<file path="config.mk">
export PLATFORM = sky130hd
export DESIGN_NAME = string_escape_decoder_unit
export DESIGN_NICKNAME = d
export VERILOG_FILES = /design/src/rtl/sed_pkg.sv /design/src/rtl/sed_decode.sv /design/src/rtl/sed_out_buf.sv /design/src/rtl/string_escape_decoder_unit.sv
export VERILOG_INCLUDE_DIRS = /design/src /design/src/rtl
export SDC_FILE = /design/constraint.sdc
export NUM_CORES = 1
export LEC_CHECK = 0
export BUFFER_PORTS_ARGS = -buffer_cell sky130_fd_sc_hd__buf_2
export CORE_MARGIN = 1
export CORE_UTILIZATION = 57
export DETAILED_ROUTE_END_ITERATION = 16
export PLACE_DENSITY_LB_ADDON = 0.08
export SLEW_MARGIN = 20
export SYNTH_ARGS = -nofsm -noshare
export SYNTH_HDL_FRONTEND = slang
export SYNTH_SLANG_ARGS = --single-unit
</file>
<file path="constraint.sdc">
create_clock -name clock -period 2.8 [get_ports clock]
set_input_delay 0.28 -clock clock [delete_from_list [all_inputs] [get_ports clock]]
set_output_delay 0.28 -clock clock [all_outputs]
set_load 0.02 [all_outputs]
</file>
<file path="src/rtl/string_escape_decoder_unit_defines.svh">
// ---------------------------------------------------------------------------
// string_escape_decoder_unit_defines
// assertion macros shared by the escape decoder rtl
// ---------------------------------------------------------------------------
`ifndef STRING_ESCAPE_DECODER_UNIT_DEFINES_SVH
`define STRING_ESCAPE_DECODER_UNIT_DEFINES_SVH

// condition must hold at every edge outside reset
`define SED_ASSERT_ALWAYS(label, cond, msg) \
   label: assert property (@(posedge clock) disable iff (reset) (cond)) else $error(msg);

// antecedent implies consequent on the next edge
`define SED_ASSERT_NEXT(label, ante, cons, msg) \
   label: assert property (@(posedge clock) disable iff (reset) (ante) |=> (cons)) \
      else $error(msg);

`endif

</file>
<file path="src/rtl/sed_pkg.sv">
// ---------------------------------------------------------------------------
// sed_pkg
// types, codes and the hex digit decode of the escape decoder
// ---------------------------------------------------------------------------
package sed_pkg;

   localparam int CHAR_W = 8;
   localparam int ERR_W  = 3;

   typedef enum logic [3:0] {
      MODE_TEXT = 4'b0001,
      MODE_ESC  = 4'b0010,
      MODE_HEX1 = 4'b0100,
      MODE_HEX2 = 4'b1000
   } mode_type;

   localparam logic [ERR_W-1:0] ERR_NONE    = 3'd0;
   localparam logic [ERR_W-1:0] ERR_UNKNOWN = 3'd1;
   localparam logic [ERR_W-1:0] ERR_FEW     = 3'd2;
   localparam logic [ERR_W-1:0] ERR_NONHEX  = 3'd3;
   localparam logic [ERR_W-1:0] ERR_NULL    = 3'd4;

   localparam logic [CHAR_W-1:0] CHAR_BACKSLASH = 8'h5C;
   localparam logic [CHAR_W-1:0] CHAR_N         = 8'h6E;
   localparam logic [CHAR_W-1:0] CHAR_T         = 8'h74;
   localparam logic [CHAR_W-1:0] CHAR_QUOTE     = 8'h22;
   localparam logic [CHAR_W-1:0] CHAR_X         = 8'h78;
   localparam logic [CHAR_W-1:0] CHAR_NEWLINE   = 8'h0A;
   localparam logic [CHAR_W-1:0] CHAR_TAB       = 8'h09;

   typedef struct packed {
      logic [CHAR_W-1:0] out_char;
      logic              out_valid;
      logic [ERR_W-1:0]  error_code;
      logic              out_last;
   } result_type;

   typedef struct packed {
      logic       ok;
      logic [3:0] nibble;
   } hex_type;

   function automatic hex_type hex_decode(input logic [CHAR_W-1:0] c);
      hex_type h;
      h.ok     = 1'b1;
      h.nibble = 4'd0;
      if (c >= 8'h30 && c <= 8'h39) begin
         h.nibble = c[3:0];
      end else if ((c >= 8'h61 && c <= 8'h66) || (c >= 8'h41 && c <= 8'h46)) begin
         // a-f and A-F share the low bits: 1..6 maps to 10..15
         h.nibble = c[3:0] + 4'd9;
      end else begin
         h.ok = 1'b0;
      end
      return h;
   endfunction

endpackage

</file>
<file path="src/rtl/sed_decode.sv">
// ---------------------------------------------------------------------------
// sed_decode
// escape state registers and the per-byte decode of one beat
// ---------------------------------------------------------------------------
`include "string_escape_decoder_unit_defines.svh"

module sed_decode (
   input  logic                      clock,
   input  logic                      reset,
   input  logic                      beat_valid,
   input  logic [sed_pkg::CHAR_W-1:0] in_char,
   input  logic                      in_last,
   output sed_pkg::result_type       result
);
   import sed_pkg::*;

   mode_type         mode_ff,   mode_in;
   logic [3:0]       nibble_ff, nibble_in;
   logic [ERR_W-1:0] error_ff,  error_in;
   hex_type          hex;

   assign hex = hex_decode(in_char);

   always_comb begin
      mode_in           = mode_ff;
      nibble_in         = nibble_ff;
      error_in          = error_ff;
      result.out_char   = '0;
      result.out_valid  = 1'b0;
      result.out_last   = in_last;
      if (error_ff == ERR_NONE) begin
         case (mode_ff)
            MODE_TEXT: begin
               // a backslash on the final byte passes through literally
               if (in_char == CHAR_BACKSLASH && !in_last) begin
                  mode_in = MODE_ESC;
               end else begin
                  result.out_char  = in_char;
                  result.out_valid = 1'b1;
               end
            end
            MODE_ESC: begin
               mode_in = MODE_TEXT;
               if (in_char == CHAR_N) begin
                  result.out_char  = CHAR_NEWLINE;
                  result.out_valid = 1'b1;
               end else if (in_char == CHAR_T) begin
                  result.out_char  = CHAR_TAB;
                  result.out_valid = 1'b1;
               end else if (in_char == CHAR_QUOTE) begin
                  result.out_char  = CHAR_QUOTE;
                  result.out_valid = 1'b1;
               end else if (in_char == CHAR_X) begin
                  if (in_last) begin
                     error_in = ERR_FEW;
                  end else begin
                     mode_in = MODE_HEX1;
                  end
               end else begin
                  error_in = ERR_UNKNOWN;
               end
            end
            MODE_HEX1: begin
               mode_in = MODE_TEXT;
               // too few wins over non-hex
               if (in_last) begin
                  error_in = ERR_FEW;
               end else if (!hex.ok) begin
                  error_in = ERR_NONHEX;
               end else begin
                  nibble_in = hex.nibble;
                  mode_in   = MODE_HEX2;
               end
            end
            MODE_HEX2: begin
               mode_in = MODE_TEXT;
               if (!hex.ok) begin
                  error_in = ERR_NONHEX;
               end else if ({nibble_ff, hex.nibble} == 8'h00) begin
                  error_in = ERR_NULL;
               end else begin
                  result.out_char  = {nibble_ff, hex.nibble};
                  result.out_valid = 1'b1;
               end
            end
            default: begin
               mode_in = MODE_TEXT;
            end
         endcase
      end
      result.error_code = error_in;
   end

   always_ff @(posedge clock) begin
      if (reset || (beat_valid && in_last)) begin
         mode_ff   <= MODE_TEXT;
         nibble_ff <= '0;
         error_ff  <= ERR_NONE;
      end else if (beat_valid) begin
         mode_ff   <= mode_in;
         nibble_ff <= nibble_in;
         error_ff  <= error_in;
      end
   end

   `SED_ASSERT_ALWAYS(a_err_blocks_byte, (result.error_code == ERR_NONE) || !result.out_valid, "byte emitted while error held")
   `SED_ASSERT_NEXT(a_last_clears, beat_valid && in_last, (mode_ff == MODE_TEXT) && (error_ff == ERR_NONE), "state not cleared after final byte")
   `SED_ASSERT_NEXT(a_err_sticky, beat_valid && !in_last && (error_ff != ERR_NONE), error_ff == $past(error_ff), "error changed inside a string")

endmodule

</file>
<file path="src/rtl/sed_out_buf.sv">
// ---------------------------------------------------------------------------
// sed_out_buf
// result register with a skid stage so input and output stall independently
// ---------------------------------------------------------------------------
`include "string_escape_decoder_unit_defines.svh"

module sed_out_buf (
   input  logic                clock,
   input  logic                reset,
   input  logic                in_valid,
   output logic                in_ready,
   input  sed_pkg::result_type in_data,
   output logic                out_valid,
   input  logic                out_ready,
   output sed_pkg::result_type out_data
);
   import sed_pkg::*;

   logic       out_valid_ff;
   logic       skid_valid_ff;
   result_type out_data_ff;
   result_type skid_data_ff;
   logic       push;
   logic       pop;

   assign in_ready  = !skid_valid_ff;
   assign out_valid = out_valid_ff;
   assign out_data  = out_data_ff;
   assign push      = in_valid && !skid_valid_ff;
   assign pop       = out_valid_ff && out_ready;

   always_ff @(posedge clock) begin
      if (reset) begin
         out_valid_ff  <= 1'b0;
         skid_valid_ff <= 1'b0;
      end else if (pop || !out_valid_ff) begin
         if (skid_valid_ff) begin
            out_valid_ff  <= 1'b1;
            skid_valid_ff <= 1'b0;
         end else begin
            out_valid_ff <= push;
         end
      end else if (push) begin
         // output held: park the new beat in the skid stage
         skid_valid_ff <= 1'b1;
      end
   end

   always_ff @(posedge clock) begin
      if (pop || !out_valid_ff) begin
         if (skid_valid_ff) begin
            out_data_ff <= skid_data_ff;
         end else if (push) begin
            out_data_ff <= in_data;
         end
      end else if (push) begin
         skid_data_ff <= in_data;
      end
   end

   `SED_ASSERT_ALWAYS(a_skid_needs_out, !skid_valid_ff || out_valid_ff, "skid full with output empty")
   `SED_ASSERT_NEXT(a_skid_fill, out_valid_ff && !out_ready && push, skid_valid_ff, "stalled beat not parked")
   `SED_ASSERT_NEXT(a_skid_drain, skid_valid_ff && out_ready, !skid_valid_ff && out_valid_ff, "skid did not drain")

endmodule

</file>
<file path="src/rtl/string_escape_decoder_unit.sv">
// ---------------------------------------------------------------------------
// string_escape_decoder_unit
// streaming backslash escape decoder, one result beat per input byte
// ---------------------------------------------------------------------------
// a result is registered in the output register, or parked in the skid stage while the output is held
// throughput: one byte per cycle while the skid stage is empty; the escape state updates in the accept cycle
// a two-entry result buffer (output register plus skid) decouples the sides
// reset (synchronous, active high) returns to text mode with no error held
module string_escape_decoder_unit (
   input  logic                       clock,
   input  logic                       reset,
   input  logic                       req_valid,
   output logic                       req_ready,
   input  logic [sed_pkg::CHAR_W-1:0] req_in_char,
   input  logic                       req_in_last,
   output logic                       rsp_valid,
   input  logic                       rsp_ready,
   output logic [sed_pkg::CHAR_W-1:0] rsp_out_char,
   output logic                       rsp_out_valid,
   output logic [sed_pkg::ERR_W-1:0]  rsp_error_code,
   output logic                       rsp_out_last
);
   import sed_pkg::*;

   logic       beat_valid;
   result_type dec_result;
   result_type buf_result;

   assign beat_valid = req_valid && req_ready;

   sed_decode u_decode (
      .clock      (clock),
      .reset      (reset),
      .beat_valid (beat_valid),
      .in_char    (req_in_char),
      .in_last    (req_in_last),
      .result     (dec_result)
   );

   sed_out_buf u_out_buf (
      .clock     (clock),
      .reset     (reset),
      .in_valid  (req_valid),
      .in_ready  (req_ready),
      .in_data   (dec_result),
      .out_valid (rsp_valid),
      .out_ready (rsp_ready),
      .out_data  (buf_result)
   );

   assign rsp_out_char   = buf_result.out_char;
   assign rsp_out_valid  = buf_result.out_valid;
   assign rsp_error_code = buf_result.error_code;
   assign rsp_out_last   = buf_result.out_last;

endmodule

</file>
* Yosys cells after proc, flatten, opt, wreduce, memory -nomap -nowiden
Cells that the tools add are included.
** Word-level totals
- Memories :: 0
- Output and inout port bits :: 15
- Bits in latches :: 0
- Bits in writable memories :: 0
- ROM bits :: 0
- Register bits after elaboration :: 39
** Cells by class
- $add $sub $neg :: 1
- Bitwise logic cells :: 2
- $mul :: 0
- Div/mod/pow operators :: 0
- Multiplexer cells :: 35
- Reduce and logical (&&, ||, !) cells :: 21
- Equality and inequality tests :: 10
- Magnitude comparators :: 6
- Shift operators :: 0
** Operators by type and width (count)
- 2-to-1 mux 9 bit :: 6
- 2-to-1 mux 4 bit :: 9
- 2-to-1 mux 3 bit :: 11
- == test 8 x 7 -> 1 bit (second input constant) :: 4
- one-hot mux 9 bit (3 select lines) :: 1
- 2-to-1 mux 13 bit :: 2
- greater-or-equal comparator 8 x 7 -> 1 bit (second input constant) :: 2
- less-or-equal comparator 8 x 7 -> 1 bit (second input constant) :: 2
- one-hot mux 4 bit (3 select lines) :: 1
- one-hot mux 3 bit (3 select lines) :: 1
- == test 8 x 6 -> 1 bit (second input constant) :: 1
- greater-or-equal comparator 8 x 6 -> 1 bit (second input constant) :: 1
- less-or-equal comparator 8 x 6 -> 1 bit (second input constant) :: 1
- zero test 8 bit :: 1
- logical AND 1 bit :: 7
- 2-to-1 mux 7 bit :: 1
- AND reduction 5 bit :: 1
- adder 4 bit (second input constant) :: 1
- == test 4 x 1 -> 1 bit (second input constant) :: 1
- == test 4 x 2 -> 1 bit (second input constant) :: 1
- == test 4 x 3 -> 1 bit (second input constant) :: 1
- == test 4 bit (second input constant) :: 1
- AND reduction 2 bit :: 2
- zero test 1 bit :: 3
- other kinds (8) :: 13

* Logic depth before layout (Yosys ltp)
Gate-level depths: netlist of run 1.
- Word-level depth :: 12
- Mapped depth :: 10
- Depth with buffers taken out :: 8

* By module
Synthesis of run 1 repeated with hierarchy kept, for this count alone.
** Second synthesis, totals
- Cells, all modules :: 195
- Area total of the unflattened synthesis :: 2259.7 um^2
** By module, submodules not included
- sed_decode :: cells an instance 144, instances 1, area each 1187.4 um^2, sequential area each 220.2 um^2
- sed_out_buf :: cells an instance 50, instances 1, area each 1066.0 um^2, sequential area each 820.8 um^2
- string_escape_decoder_unit :: cells an instance 1, instances 1, area each 6.3 um^2, sequential area each 0.0 um^2

* Least setup slack after synthesis of run 1
No wires, ideal clock.
- Path type :: input to register
- Start point :: input port req_in_char[3] (netlist bit)
- End point :: register u_out_buf.out_data_ff, in the netlist u_out_buf.out_data[2], data pin
- Arrival time :: 1.927 ns
- Stages :: 6
- Path slack :: 0.613 ns
- Path buffers :: 0
- Data required time :: 2.540 ns
- Cell sequence :: or4b_4 > a311oi_4 > nor2_4 > a22o_1 > a21o_1 > mux2_2
** RTL lines
- from (decl) :: line string_escape_decoder_unit.sv:14 : input logic [sed_pkg::CHAR_W-1:0] req_in_char,
- to (signal assigned) :: line sed_out_buf.sv:52 : out_data_ff <= skid_data_ff;
- to (signal assigned) :: line sed_out_buf.sv:54 : out_data_ff <= in_data;
- to (decl) :: line sed_out_buf.sv:21 : result_type out_data_ff;

==> results of run 1 <==
area by class of cell:
cell class                      count  area [sq um]
Sequential cell                    39          1040
Clock inverter                      3          43.8
Fill cell                         285          1180
Tap cell                           48          60.1
Clock buffer                        5          68.8
Multi-Input combinational cell    152          1070
Timing Repair Buffer               31           165
Inverter                            8          30.0
worst paths after layout:
kind / from / to / slack [ps] / cells past startpoint
setup / recovery: req_in_char[3] / u_out_buf.out_data[2]$_DFFE_PP_ / 550 / 7
hold reg to reg: u_out_buf.skid_data_ff[12]$_DFFE_PP_ / u_out_buf.out_data[12]$_DFFE_PP_ / 530 / 2
hold / removal: reset / u_out_buf.out_valid$_SDFFE_PP0P_ / 180 / 2
setup reg to reg: u_decode.mode_ff[3]$_SDFFE_PP0P_ / u_out_buf.out_data[9]$_DFFE_PP_ / 560 / 4
per-layer routing:
| layer | vias to the layer above | wire, um | track usage [%] | share of wire (%) |
|---|---|---|---|---|
| met1 | 812 | 2080 | 32.5 | 46 |
| li1 | 852 | - | - | - |
| met4 | 0 | 163 | 13.4 | 3.6 |
| met3 | 13 | 227 | 5.00 | 5.0 |
| met5 | - | 0 | 0 | 0 |
| met2 | 69 | 2080 | 40.2 | 46 |
synth_stat cells (2+ instances only):
master / n
o21bai_1: 2
nand4_1: 2
inv_1: 8
dfxtp_1: 13
nor2b_1: 4
a22oi_1: 3
a221oi_1: 3
clkbuf_1: 10
o21a_1: 2
edfxtp_1: 26
a21oi_1: 10
nand2b_1: 3
mux2i_1: 4
nor3_1: 7
nor3b_1: 2
nor4_1: 2
nand3_1: 2
o31ai_1: 9
ha_1: 5
a22o_1: 4
nor2_1: 25
or4b_1: 2
a211oi_1: 4
a21o_1: 4
buf_2: 2
or2_2: 2
mux2_2: 2
and3_1: 2
nand2_1: 15
nor4b_1: 2
and2_1: 3
a2bb2oi_1: 2
o21ai_0: 6
nor4b_2: 2
per-stage QoR:
step	cells	setup WS (ps)	utilization (%)	hold WS, ps
detailed placement	278	274	64.4	495
floorplan	211	613	-	349
finish	286	548	67.7	183
CTS	286	582	67.5	179
global route	286	337	67.7	175
global placement	278	292	64.4	480
power by group:
group / internal [mW] / switching (mW)
registers: 0.634 / 0.00416
logic: 0.0425 / 0.0862
clock network: 0.265 / 0.198
flip-flops by register name, summed over array words and instances, names as in the netlist:
| signal | count |
|---|---|
| u_decode.error_ff | 3 |
| u_decode.mode_ff | 4 |
| u_decode.nibble_ff | 4 |
| u_out_buf.out_data | 13 |
| u_out_buf.out_valid | 1 |
| u_out_buf.skid_data_ff | 13 |
| u_out_buf.skid_valid_ff | 1 |
logic make-up (layout without fill, tap and decap cells):
logic type	count (synthesis)	count (layout)	synth area share, %
buf+inv	20	47	3.57
compound gates	59	59	20.9
flops	39	39	47.9
mux	6	6	2.88
simple gates	82	82	21.9
fa+ha+maj	5	5	2.88
==> flow_summary_export.csv, run 1 <==
group,metric,value,unit
cells_and_area,area.growth.synth_to_final,14.0,%
cts,cts_tree,"built",
cts,numCtsBuffers,5,
cts,cts.sinks,39,
timing,max_freq,444,MHz
critical_path,cp.required,2850,ps
routing,routed_wl,4550,um
critical_path,max_stage_delay,580,ps
critical_path,arrival,2300,ps
synthesis,synth_area_leaders,"edfxtp_1 (36%), dfxtp_1 (12%), nor2_1 (4.3%), o31ai_1 (3.1%), ha_1 (2.9%)",
cts,h-tree-depth,2,
floorplan,io_pins,28,
floorplan,die_w,63.8,um
routing,vias_per_cell,6.10,
routing,drt_iter0_markers,127,
cts,cts-root-buf,"clkbuf_8",
pwr,finalPower,1.23,mW
critical_path,crit_buf_inv,1,
timing,worst_slew_pin_slew,1130,ps
critical_path,path_class,"input port to register",
routing,drc,0,
timing,timing.setup.tns,0,ps
critical_path,crit_path_max_fanout,12,
critical_path,critical_path.cell_chain,"buf_2, or4b_4, a311oi_4, nor2_4, a22o_1, a21o_1, mux2_2",
cells_and_area,final_common_cell,"buf_2",
timing,setup_viol,0,
cells_and_area,layout_common_cells,"buf_2 (27), edfxtp_1 (26), nor2_1 (25)",
synthesis,synth_fp_nets,229,
cells_and_area,diodes,0,
run,drv_cap,0,
synthesis,yosysTopAreaCell,"edfxtp_1",
cts,clk_pin_slew,80,ps
critical_path,startpoint_type,"input port",
timing,fin_worst_skew,7.87,ps
global_routing,grt_use_total,25.3,%
placement,hpwl,3400,um
pwr,p_leak,0.929,nW
routing,num_vias,1746,
placement,placed_cell_area,2360,sq um
pwr,ir_worst_vdd,0.345,mV
global_routing,grt_pass1_vias,1645,
synthesis,synth_top_area_share,35.9,%
global_routing,grt_max_degree,29,
synthesis,yosysSeqAreaShare,47.9,%
critical_path,cp_top_family,"compound AO/OA/AOI/OAI gates",
timing,grt_setup_unrepaired,"no",
synthesis,synth_edf_count,26,
placement,port_buffers,27,
synthesis,async_reset_ff_share,0,%
synthesis,synth_warnings,0,
cts,clock_latency,300,ps
routing,routedWlPerCell,15.9,um
routing,first_pass_iters,5,
global_routing,grt_pass1_wl,7760,um
pwr,p_per_area,496,nW/um^2
synthesis,ys.flop_type,"edfxtp_1",
synthesis,synth_cells,211,
cells_and_area,design_area,2480,sq um
timing,maxSlewHeadroom,23.8,%
cts,ctsHoldBuffers,0,
synthesis,syn_area,2170,sq um
run_status,outcome,"completed",
cells_and_area,fin_nets,255,
global_routing,overflow,0,
timing,drv_slew,0,
timing,min_period,2250,ps
timing,hold_viol,0,
hold_path,hold_class,"input port to register",
floorplan,die_h,63.8,um
floorplan,rows,22,
critical_path,worstSetupEndpointType,"register",
global_routing,antenna_found_initial,0,
timing,min_period_over_period,80.4,%
floorplan,start_util,59.4,%
cells_and_area,drive_gt1_share,22.7,%
routing,ant_nets,0,
floorplan,die_area,4070,sq um
synthesis,post_synth.cell_area_avg,10.3,sq um
synthesis,synthDistinctLibCells,51,
cts,clock_path_buffers,2,
synthesis,ys_ff_latch,39,
cts,post_cts_resized,0,
floorplan,core,3660,sq um
critical_path,worst_path_max_delay_cell,"or4b_4",
cts,postCtsSetupBuffers,0,
placement,place.gp.congestion,0.835,
Note: power is estimated with default switching activity, not from simulation.
==> run 2: changes to the inputs <==
- ABC_AREA: not set -> 1
- CORE_UTILIZATION: 57 -> 52
- clock period: 2.8 -> 1.99 ns (I/O delays scaled with it)
==> run 2 against run 1 <==
  * Via count rose by 4.5%
  * First-iteration DRC count is 18% lower
  * Critical path depth increased by 4
  * Sequential cell count unchanged
  * Total power up 110%
  * Final cell count is 26% higher
  * Synthesized area is 0.86% higher
  * Critical endpoint unchanged
  * Count of clock-buffer cells in the layout grew 1
  * Die area up 10%
  * Synthesized cell count grew 29%
  * Largest cell class is now flip-flops and latches
  * Highest routed layer unchanged
==> flow_summary_export.csv, run 2 <==
group,metric,value,unit
cts,numCtsBuffers,5,
cells_and_area,area.growth.synth_to_final,15.2,%
timing,fin_worst_skew,6.83,ps
synthesis,synth_warnings,0,
cts,cts.sinks,39,
synthesis,synth_area_leaders,"edfxtp_1 (36%), nand2_1 (12%), dfxtp_1 (12%), inv_1 (6.0%), nor2_1 (3.9%)",
cts,clk_pin_slew,80,ps
cts,cts_tree,"built",
synthesis,synthDistinctLibCells,28,
synthesis,syn_area,2190,sq um
routing,ant_nets,0,
hold_path,holdPathEnd,"u_out_buf.out_valid$_SDFFE_PP0P_",
synthesis,synth_top_area_share,35.6,%
synthesis,ys_ff_latch,39,
floorplan,die_h,66.9,um
cts,clock_latency,290,ps
cells_and_area,fin_cells,360,
placement,place.gp.congestion,0.930,
synthesis,synth.top_cells.by_count,"nand2_1 (70), inv_1 (35), edfxtp_1 (26)",
synthesis,synth_cells,273,
synthesis,async_reset_ff_share,0,%
timing,layout_setup_ws,265,ps
synthesis,yosysSeqAreaShare,47.5,%
routing,drc,0,
cts,postCtsSetupBuffers,0,
global_routing,overflow,0,
timing,hold_viol,0,
cells_and_area,fin_nets,327,
critical_path,worstSetupEndpointType,"register",
critical_path,path_common_cell,"nand2_1",
placement,port_buffers,27,
cts,ctsHoldBuffers,0,
pwr,p_int,1.72,mW
timing,grt_setup_unrepaired,"no",
cts,clock_path_buffers,2,
cells_and_area,final_common_cell,"nand2_1",
placement,preCtsSetupSlack,19.5,ps
placement,dp_cells,352,
floorplan,die_area,4480,sq um
hold_path,hold_path_depth,2,
placement,hpwl,3460,um
timing,min_period,1730,ps
global_routing,grt_max_degree,20,
global_routing,grt_pass1_wl,7600,um
critical_path,r2r-start,"u_decode.mode_ff[0]$_SDFFE_PP1P_",
pwr,pwr-share-seq,42.4,%
critical_path,startpoint_type,"register",
pwr,p_per_area,1040,nW/um^2
routing,first_pass_iters,4,
run,drv_cap,0,
routing,num_vias,1824,
hold_path,hold_start,"reset",
routing,routedWlPerCell,12.3,um
pwr,ir_worst_vdd,0.556,mV
run_status,outcome,"completed",
cells_and_area,diodes,0,
pwr,power.switching,0.905,mW
pwr,combPwrFrac,32.0,%
cells_and_area,layout_common_cells,"nand2_1 (70), inv_1 (35), buf_2 (27)",
global_routing,grt_use_total,22.9,%
timing,maxSlewHeadroom,67.5,%
floorplan,rows,23,
hold_path,hold_class,"input port to register",
synthesis,synth_edf_count,26,
pwr,switching_share,34.4,%
synthesis,synth_fp_nets,291,
routing,wl_met3,195,um
critical_path,rr_endpoint,"u_out_buf.out_data[2]$_DFFE_PP_",
timing,worst_slew_pin_slew,484,ps
cells_and_area,drive_gt1_share,21.9,%
pwr,p_leak,1.15,nW
timing,timing.setup.tns,0,ps
routing,drt_iter0_markers,104,
timing,setup_viol,0,
pwr,clockPowerShare,25.5,%
critical_path,reg2regPathDepth,11,
global_routing,antenna_found_initial,0,
synthesis,synth.most_common_cell,"nand2_1",
synthesis,ys.flop_type,"edfxtp_1",
routing,wl_met2,2050,um
routing,met1_length,2090,um
critical_path,path_class,"register to register",
floorplan,die_w,66.9,um
timing,min_period_over_period,86.7,%
critical_path,worst_path_max_delay_cell,"dfxtp_1",
cts,h-tree-depth,2,
routing,routed_wl,4420,um
cts,post_cts_resized,0,
critical_path,max_stage_delay,350,ps
critical_path,ff2ff_setup_slack,260,ps
critical_path,arrival,1890,ps
synthesis,yosysTopAreaCell,"edfxtp_1",
global_routing,grt_pass1_vias,1720,
routing,routed.top_layer,"met4",
floorplan,start_util,54.4,%
routing,vias_per_cell,5.07,
critical_path,crit_path_max_fanout,4,
cts,cts-root-buf,"clkbuf_8",
floorplan,core,4030,sq um
floorplan,io_pins,28,
timing,drv_slew,0,
timing,max_freq,580,MHz
synthesis,post_synth.cell_area_avg,8.03,sq um
critical_path,critical_path.cell_chain,"nor2_1, inv_1, nor3_1, inv_1, a21oi_1, a31oi_1, o21ai_1, nand2_1, nand2_1, nand2_1, nand2_1",
critical_path,cp.required,2160,ps
-- run 2: cell count changes after synthesis, moves of 7 or more --
cell,change
nand2_2,+8
nand3_1,+7
o21ai_0,+10
o31ai_1,-8
nand2_1,+55
inv_2,+8
clkbuf_1,-8
o21ai_1,+7
inv_1,+27
nand4_1,+8
a21oi_1,+7
-- run 2: worst max path at each step --
stage / startpoint / endpoint
2_1_floorplan: req_in_char[0] / u_out_buf.out_data[1]$_DFFE_PP_
3_3_place_gp: req_in_char[1] / u_out_buf.out_data[2]$_DFFE_PP_
3_5_place_dp: req_in_char[0] / u_out_buf.out_data[1]$_DFFE_PP_
4_1_cts: u_decode.mode_ff[0]$_SDFFE_PP1P_ / u_out_buf.out_data[2]$_DFFE_PP_
5_1_grt: u_decode.mode_ff[0]$_SDFFE_PP1P_ / u_out_buf.out_data[2]$_DFFE_PP_
6_report: u_decode.mode_ff[0]$_SDFFE_PP1P_ / u_out_buf.out_data[2]$_DFFE_PP_
-- run 2: cells by family (layout without fill, tap and decap cells) --
kind of cell,Yosys count,after routing,synth area share (%)
compound gates,45,45,10.7
xor+xnor,1,1,0.399
buf+inv,47,84,8.39
simple gates,136,136,30.2
flops,39,39,47.5
fa+ha+maj,5,5,2.85
-- run 2: power by group through the flow --
stage / clock network (mW) / logic [mW] / registers, mW
detailed placement: 0 / 0.843 / 1.14
global placement: 0 / 0.829 / 1.13
global route: 0.709 / 0.965 / 1.13
finish: 0.671 / 0.842 / 1.12
CTS: 0.682 / 0.845 / 1.12
floorplan: 0 / 0.510 / 1.22
-- run 2: critical path, delay by kind of cell (launching register included) --
kind,cells,cell delay [ps]
buf+inv,2,150
compound gates,3,350
flops,1,350
simple gates,6,740
-- run 2: final cells by class --
type,count,area [sq um]
Fill cell,380,1500
Sequential cell,39,1040
Multi-Input combinational cell,187,968
Timing Repair Buffer,32,173
Inverter,44,165
Clock buffer,6,82.6
Tap cell,50,62.6
Clock inverter,2,35.0
-- run 2: per-layer routing --
metal	vias to the layer above	track usage [%]
li1	970	-
met1	800	29.2
met2	47	36.5
met3	7	5.31
met4	0	10.1
met5	-	0
-- run 2: metrics by stage --
stage / hold WS, ps / instance area (sq um) / util [%] / power, mW
6_report: 100 / 2530 / 62.7 / 2.63
5_1_grt: 101 / 2530 / 62.7 / 2.81
4_1_cts: 96.7 / 2530 / 62.7 / 2.64
3_5_place_dp: 400 / 2410 / 59.8 / 1.98
3_3_place_gp: 395 / 2410 / 59.8 / 1.96
2_1_floorplan: 268 / 2190 / - / 1.73
